### src/sv/ole_pkg.sv
// Package for the ordered list engine.
// Holds request and response types, operation and status codes, and cell control.
// No dependencies.
package ole_pkg;

    localparam int CAPACITY_DEF   = 16;
    localparam int DATA_WIDTH_DEF = 32;
    localparam int FIELD_WIDTH    = 32;
    localparam int COUNT_WIDTH    = 5;

    localparam logic [2:0] KIND_ADD_HEAD     = 3'd0;
    localparam logic [2:0] KIND_ADD_TAIL     = 3'd1;
    localparam logic [2:0] KIND_INSERT_AFTER = 3'd2;
    localparam logic [2:0] KIND_DEL_HEAD     = 3'd3;
    localparam logic [2:0] KIND_DEL_TAIL     = 3'd4;
    localparam logic [2:0] KIND_SEARCH       = 3'd5;
    localparam logic [2:0] KIND_CLEAR        = 3'd6;

    localparam logic [1:0] ST_OK        = 2'd0;
    localparam logic [1:0] ST_NOT_FOUND = 2'd1;
    localparam logic [1:0] ST_EMPTY     = 2'd2;
    localparam logic [1:0] ST_FULL      = 2'd3;

    typedef struct packed {
        logic [2:0]                    kind;
        logic signed [FIELD_WIDTH-1:0] first_value;
        logic signed [FIELD_WIDTH-1:0] second_value;
    } t_req;

    typedef struct packed {
        logic [1:0]             status;
        logic                   found;
        logic [COUNT_WIDTH-1:0] entry_count;
    } t_rsp;

    typedef struct packed {
        logic capture;
        logic sel_match;
        logic ins_en;
        logic del_head_en;
    } t_cell_ctl;

endpackage

### src/sv/ole_cell.sv
// One position of the ordered list: holds a value and a registered key match.
// Depends on ole_pkg for the cell control struct.
module ole_cell #(
    parameter int DATA_WIDTH = ole_pkg::DATA_WIDTH_DEF
) (
    input  logic                  i_clk,
    input  ole_pkg::t_cell_ctl    i_ctl,
    input  logic [DATA_WIDTH-1:0] i_key,
    input  logic [DATA_WIDTH-1:0] i_new_value,
    input  logic [DATA_WIDTH-1:0] i_left_value,
    input  logic [DATA_WIDTH-1:0] i_right_value,
    input  logic                  i_valid,
    input  logic                  i_next_valid,
    input  logic                  i_seen,
    input  logic                  i_seen_prev,
    output logic [DATA_WIDTH-1:0] o_value,
    output logic                  o_seen
);

    logic [DATA_WIDTH-1:0] r_value;
    logic                  r_match;
    logic                  mark;
    logic                  prev_first;

    assign mark       = i_ctl.sel_match ? r_match : (i_valid & ~i_next_valid);
    assign o_seen     = i_seen | mark;
    assign prev_first = i_seen & ~i_seen_prev;
    assign o_value    = r_value;

    always_ff @(posedge i_clk) begin
        if (i_ctl.capture) begin
            r_match <= i_valid && (r_value == i_key);
        end
        if (i_ctl.ins_en) begin
            if (prev_first) begin
                r_value <= i_new_value;
            end else if (i_seen) begin
                r_value <= i_left_value;
            end
        end else if (i_ctl.del_head_en) begin
            r_value <= i_right_value;
        end
    end

endmodule

### src/sv/ordered_list_engine.sv
// Ordered list engine: a bounded list of values kept in a chain of position cells.
// A request's key match is registered when it is accepted; the update and registered
// response follow once the output is free. No new request is taken while one is in work.
// Reset clears the entry count and the handshake state; cell values are not reset.
// Depends on ole_pkg and ole_cell.
module ordered_list_engine #(
    parameter int CAPACITY   = ole_pkg::CAPACITY_DEF,
    parameter int DATA_WIDTH = ole_pkg::DATA_WIDTH_DEF
) (
    input  logic          i_clk,
    input  logic          i_rst_n,
    input  logic          i_in_valid,
    output logic          o_in_stall,
    input  ole_pkg::t_req i_in,
    output logic          o_out_valid,
    input  logic          i_out_stall,
    output ole_pkg::t_rsp o_out
);

    localparam int CW = $clog2(CAPACITY + 1);

    logic               r_busy;
    logic               r_out_valid;
    ole_pkg::t_rsp      r_out;
    ole_pkg::t_rsp      n_out;
    ole_pkg::t_req      r_req;
    logic [CW-1:0]      r_count;
    logic [CW-1:0]      n_count;

    logic               accept;
    logic               done;
    logic               full;
    logic               empty;
    logic               seed;
    logic               found_any;
    logic               do_insert;
    logic               do_del_head;
    logic [DATA_WIDTH-1:0] key;
    logic [DATA_WIDTH-1:0] new_value;
    ole_pkg::t_cell_ctl ctl;

    logic [DATA_WIDTH-1:0] values [CAPACITY];
    logic [CAPACITY-1:0]   valid;
    logic [CAPACITY:0]     seen;

    assign o_in_stall  = r_busy;
    assign accept      = i_in_valid && !r_busy;
    assign done        = r_busy && (!r_out_valid || !i_out_stall);
    assign o_out_valid = r_out_valid;
    assign o_out       = r_out;

    assign full  = (r_count == CW'(CAPACITY));
    assign empty = (r_count == '0);
    assign key   = DATA_WIDTH'(i_in.first_value);
    assign new_value = (r_req.kind == ole_pkg::KIND_INSERT_AFTER) ?
                       DATA_WIDTH'(r_req.second_value) : DATA_WIDTH'(r_req.first_value);
    assign seed = (r_req.kind == ole_pkg::KIND_ADD_HEAD) ||
                  ((r_req.kind == ole_pkg::KIND_ADD_TAIL) && empty);
    assign seen[0]   = seed;
    assign found_any = seen[CAPACITY];

    always_comb begin
        n_out       = '0;
        n_out.status = ole_pkg::ST_OK;
        n_count     = r_count;
        do_insert   = 1'b0;
        do_del_head = 1'b0;
        unique case (r_req.kind)
            ole_pkg::KIND_ADD_HEAD, ole_pkg::KIND_ADD_TAIL: begin
                if (full) begin
                    n_out.status = ole_pkg::ST_FULL;
                end else begin
                    do_insert = 1'b1;
                    n_count   = r_count + CW'(1);
                end
            end
            ole_pkg::KIND_INSERT_AFTER: begin
                if (!found_any) begin
                    n_out.status = ole_pkg::ST_NOT_FOUND;
                end else if (full) begin
                    n_out.status = ole_pkg::ST_FULL;
                end else begin
                    do_insert = 1'b1;
                    n_count   = r_count + CW'(1);
                end
            end
            ole_pkg::KIND_DEL_HEAD, ole_pkg::KIND_DEL_TAIL: begin
                if (empty) begin
                    n_out.status = ole_pkg::ST_EMPTY;
                end else begin
                    do_del_head = (r_req.kind == ole_pkg::KIND_DEL_HEAD);
                    n_count     = r_count - CW'(1);
                end
            end
            ole_pkg::KIND_SEARCH: begin
                n_out.found = found_any;
            end
            ole_pkg::KIND_CLEAR: begin
                n_count = '0;
            end
            default: begin
            end
        endcase
        n_out.entry_count = ole_pkg::COUNT_WIDTH'(n_count);
    end

    always_comb begin
        ctl.capture     = accept;
        ctl.sel_match   = (r_req.kind == ole_pkg::KIND_INSERT_AFTER) ||
                          (r_req.kind == ole_pkg::KIND_SEARCH);
        ctl.ins_en      = done && do_insert;
        ctl.del_head_en = done && do_del_head;
    end

    genvar g;
    generate
        for (g = 0; g < CAPACITY; g++) begin : g_cell
            logic [DATA_WIDTH-1:0] left_value;
            logic [DATA_WIDTH-1:0] right_value;
            logic                  next_valid;
            logic                  seen_prev;

            assign valid[g] = (r_count > CW'(g));
            if (g == 0) begin : g_first
                assign left_value = '0;
                assign seen_prev  = 1'b0;
            end else begin : g_mid
                assign left_value = values[g-1];
                assign seen_prev  = seen[g-1];
            end
            if (g == CAPACITY - 1) begin : g_last
                assign right_value = '0;
                assign next_valid  = 1'b0;
            end else begin : g_inner
                assign right_value = values[g+1];
                assign next_valid  = valid[g+1];
            end

            ole_cell #(
                .DATA_WIDTH(DATA_WIDTH)
            ) u_cell (
                .i_clk        (i_clk),
                .i_ctl        (ctl),
                .i_key        (key),
                .i_new_value  (new_value),
                .i_left_value (left_value),
                .i_right_value(right_value),
                .i_valid      (valid[g]),
                .i_next_valid (next_valid),
                .i_seen       (seen[g]),
                .i_seen_prev  (seen_prev),
                .o_value      (values[g]),
                .o_seen       (seen[g+1])
            );
        end
    endgenerate

    always_ff @(posedge i_clk) begin
        if (!i_rst_n) begin
            r_busy      <= 1'b0;
            r_out_valid <= 1'b0;
            r_count     <= '0;
        end else begin
            if (accept) begin
                r_busy <= 1'b1;
            end else if (done) begin
                r_busy <= 1'b0;
            end
            if (done) begin
                r_out_valid <= 1'b1;
                r_count     <= n_count;
            end else if (!i_out_stall) begin
                r_out_valid <= 1'b0;
            end
        end
    end

    always_ff @(posedge i_clk) begin
        if (accept) begin
            r_req <= i_in;
        end
        if (done) begin
            r_out <= n_out;
        end
    end

endmodule

### config.mk
export PLATFORM = sky130hd
export DESIGN_NAME = ordered_list_engine
export DESIGN_NICKNAME = d
export VERILOG_FILES = /design/src/sv/ole_pkg.sv /design/src/sv/ole_cell.sv /design/src/sv/ordered_list_engine.sv
export SDC_FILE = /design/constraint.sdc
export NUM_CORES = 2
export LEC_CHECK = 0
export ABC_AREA = 1
export BUFFER_PORTS_ARGS = -buffer_cell sky130_fd_sc_hd__buf_2
export CAP_MARGIN = 25
export CORE_ASPECT_RATIO = 2
export CORE_MARGIN = 4
export CORE_UTILIZATION = 34
export CTS_CLUSTER_SIZE = 24
export DETAILED_ROUTE_END_ITERATION = 10
export PLACE_DENSITY = 0.53
export SYNTH_ARGS = -nofsm -noshare
export SYNTH_HDL_FRONTEND = slang
export SYNTH_SLANG_ARGS = --single-unit
### constraint.sdc
create_clock -name i_clk -period 6.39 [get_ports i_clk]
set_input_delay 1.278 -clock i_clk [delete_from_list [all_inputs] [get_ports i_clk]]
set_output_delay 1.278 -clock i_clk [all_outputs]
set_load 0.005 [all_outputs]
==> flow_summary.json <==
{
  "slew_viol_final": 0,
  "die_w_um": 241,
  "critical_path.startpoint": "r_count[0]$_SDFFE_PN0P_",
  "layout.nets": 4290,
  "synth_top_family_by_area": "simple AND/OR/NAND/NOR gates",
  "hp-class": "flop to flop",
  "cp_data_required_time_ns": 6.74,
  "design_area_mm2": 0.0403,
  "place.gp.congestion": 1.03,
  "reg2reg_depth": 22,
  "finalCritPeriodShare_pct": 80.7,
  "regArea_mm2": 0.0182,
  "synthAdderAreaFrac_pct": 0.204,
  "drive_gt1_share_pct": 9.41,
  "io_buffers": 80,
  "drt.antenna.violating_nets": 0,
  "cts_resized": 0,
  "crit_buf_inv": 4,
  "syn_inst": 4295,
  "die_height_um": 473,
  "ys_seq_area_share_pct": 49.6,
  "critical_path_class": "flop to flop",
  "slew_headroom_pct": 15.6,
  "tightest_slew_ns": 1.27,
  "endpoint": "g_cell[2].u_cell.o_value[20]$_DFFE_PP_",
  "slowest_delay_ns": 0.53,
  "swShare_pct": 31.6,
  "grt_use_total_pct": 29.4,
  "numCtsBuffers": 57,
  "die-area_mm2": 0.114,
  "seq_power_share_pct": 46.7,
  "rsz0062_at_grt": "false",
  "synthSimpleGateAreaFrac_pct": 19.6,
  "synthMuxAreaShare_pct": 0.0815,
  "synth-compound-area-share_pct": 16.0,
  "core-area_mm2": 0.107,
  "ys_warn_count": 0,
  "cts_sinks": 610,
  "status": "finished clean",
  "avgSynthCellArea_um2": 8.57,
  "async_reset_ff_share_pct": 0,
  "clock_path_buffers": 3,
  "dp_cells": 5517,
  "finalSetupViolations": 0,
  "grt_pass1_vias": 30400,
  "pwr-share-comb_pct": 18.2,
  "critical_path.top_delay_family": "simple AND/OR/NAND/NOR gates",
  "r2r_start": "r_count[0]$_SDFFE_PN0P_",
  "clkPwrFrac_pct": 35.1,
  "synth_top_area_cell": "edfxtp_1",
  "p_sw_mw": 3.27,
  "dr.pass1.iters": 8,
  "synth_area_mm2": 0.0368,
  "synthTopCellsByArea": "edfxtp_1 49%, nand2_1 12%, o21ai_0 7.1%",
  "clock_skew_ns": 0.0267,
  "num_vias": 31700,
  "yosysMostFrequentCell": "nand2_1",
  "fin_tns_setup_ns": 0,
  "cellPowerDensity_mw_per_mm2": 257,
  "num_rows": 170,
  "nFillCells": 11000,
  "path_max_fanout": 64,
  "ir_drop_uv": 199,
  "synthFlopType": "edfxtp_1",
  "gr-total-overflow": 0,
  "drv_cap": 0,
  "path_depth": 22,
  "cp_slowest_cell": "nand2_1",
  "dp_slack_ns": 1.22,
  "postPlaceCellArea_mm2": 0.0383,
  "multi_input_area_mm2": 0.0164,
  "dp_hpwl_mm": 127,
  "fmax_ghz": 0.194,
  "totalWireLength_mm": 170,
  "area_delta_synth_final_pct": 9.39,
  "ys_types": 57,
  "crit_chain": "inv_1 > ha_1 > nand3_1 > nand2_1 > nand2_1 > nand3_2 > nor2_4 > nand4_4 > nor2_4 > nand4_2 > nor2_4 > nand4_4 > nor2_8 > nand3_4 > nand3_2 > nand2_2 > buf_4 > nand2_8 > nand2_1 > nand2_1 > inv_1 > buf_4",
  "arrival_ns": 5.51,
  "ios": 81,
  "synth_common_cells": "1162 x nand2_1, 603 x edfxtp_1, 522 x o21ai_0, 274 x xnor2_1, 217 x nor2_1",
  "r2r_slack_ns": 1.23,
  "ys_seq_elements": 610,
  "worstSetupStartpointType": "flop",
  "synth-edff-count": 603,
  "p_leak_nw": 15.1,
  "clk_latency_ns": 0.68,
  "worst_slack_ns": 1.23,
  "hold_violations": 0,
  "synth_nets": 4372,
  "cts_hold_buffers": 0,
  "grt_max_degree": 205,
  "cts_setup_buffers": 0,
  "dr.first_iter.drc_count": 3526,
  "htree_levels": 2,
  "synth-xor-area-share_pct": 8.40,
  "period_needed_ns": 5.16,
  "rr_endpoint": "g_cell[2].u_cell.o_value[20]$_DFFE_PP_",
  "cts_tree": "yes",
  "wl_per_cell_um": 30.1,
  "endpoint_kind": "flop",
  "cts_root_buffer": "clkbuf_16",
  "synth_top_area_share_pct": 49.2,
  "p_int_mw": 7.07,
  "final_cells": 5640,
  "grt_antenna_before_repair": 6,
  "via_per_inst": 5.63,
  "cp_common_cell": "nand2_1",
  "start_util_pct": 34.3,
  "clkTransAtPathRegs_ns": 0.07,
  "grt_first_pass_wirelength_mm": 236,
  "drc": 0
}
[through the flow]
stage	hold WS, ns	power [mW]	utilization (%)
2_1_floorplan	0.472	5.96	-
3_3_place_gp	0.473	6.70	35.6
3_5_place_dp	0.490	6.72	35.7
4_1_cts	0.501	10.3	37.4
5_1_grt	0.531	10.6	37.5
6_report	0.497	10.3	37.5
[tightest hold or removal path, cell delays in order (launching register included)]
cell     delay (ns)
dfxtp_1        0.31
nand2_1        0.08
a21oi_1        0.07
[metal layers]
metal	vias up	global-route usage [%]	part of all wire (%)	routed length, um
met4	2	30.0	14	23500
li1	14500	-	-	-
met3	538	3.96	5.7	9720
met2	1437	50.5	49	83100
met1	15200	29.3	32	53600
met5	-	0	0.0076	13
[worst min path at each step]
stage / startpoint / to / slack [ns] / cells after the start
6_report: o_out_valid$_SDFFE_PN0P_ / o_out_valid$_SDFFE_PN0P_ / 0.50 / 2
4_1_cts: o_out_valid$_SDFFE_PN0P_ / o_out_valid$_SDFFE_PN0P_ / 0.50 / 2
2_1_floorplan: o_out_valid$_SDFFE_PN0P_ / o_out_valid$_SDFFE_PN0P_ / 0.47 / 2
5_1_grt: o_out_valid$_SDFFE_PN0P_ / o_out_valid$_SDFFE_PN0P_ / 0.53 / 2
3_5_place_dp: o_out_valid$_SDFFE_PN0P_ / o_out_valid$_SDFFE_PN0P_ / 0.49 / 2
3_3_place_gp: o_out_valid$_SDFFE_PN0P_ / o_out_valid$_SDFFE_PN0P_ / 0.47 / 2
[cells in the final DEF (no fill, tap or decap), types with 5 or more instances in the layout]
cell type	n
xnor2_1	273
clkinv_1	20
or2_2	48
xor2_1	79
nor3_1	7
a211oi_1	6
clkbuf_16	59
a22o_1	9
a21boi_0	5
nor4b_1	8
ha_1	6
o21ai_0	522
inv_1	185
buf_12	5
buf_2	84
edfxtp_1	603
nand4_1	59
buf_4	95
a21oi_1	208
nor2_4	9
clkbuf_1	8
nor4_1	38
o21ai_2	21
nand2_1	1155
inv_2	8
nand3_1	95
o21ai_1	214
and2_1	26
nand2_2	20
nor2_1	211
a221oi_1	42
bufinv_16	6
o22ai_1	46
clkinv_2	14
dfxtp_1	7
[flip-flops by register name (all words and copies together), names as in the netlist]
register               cells
r_req                     67
g_cell.u_cell.o_value    512
g_cell.u_cell.r_match     16
r_count                    5
o_out                      8
o_in_stall                 1
o_out_valid                1
[power by group through the flow]
stage / registers (mW) / logic (mW) / clock network [mW]
2_1_floorplan: 4.83 / 1.12 / 0
3_3_place_gp: 4.90 / 1.79 / 0
3_5_place_dp: 4.91 / 1.81 / 0
4_1_cts: 4.82 / 1.82 / 3.67
5_1_grt: 4.84 / 2.00 / 3.79
6_report: 4.82 / 1.88 / 3.63
[cells by family (layout without fill, tap and decap cells)]
kind of cell | Yosys count | count (layout)
muxes | 3 | 3
xor gates and xnor gates | 353 | 353
DFF | 610 | 610
AOI/OAI and AO/OA | 1091 | 1091
buffers and inverters | 530 | 495
adders and majority gates | 6 | 6
and+or+nand+nor | 1702 | 1702
other | 0 | 4
[final cells by class]
cell class / count / share of cell area [%]
clock buffer: 67 / 3.74
timing repair buffer: 191 / 3.30
tap: 1376 / 4.27
sequential: 610 / 45.3
multi-input combinational: 3155 / 40.7
inverter: 198 / 1.85
antenna: 4 / 0.0248
clock inverter: 39 / 0.839
Power figures use the tool's default switching activity.
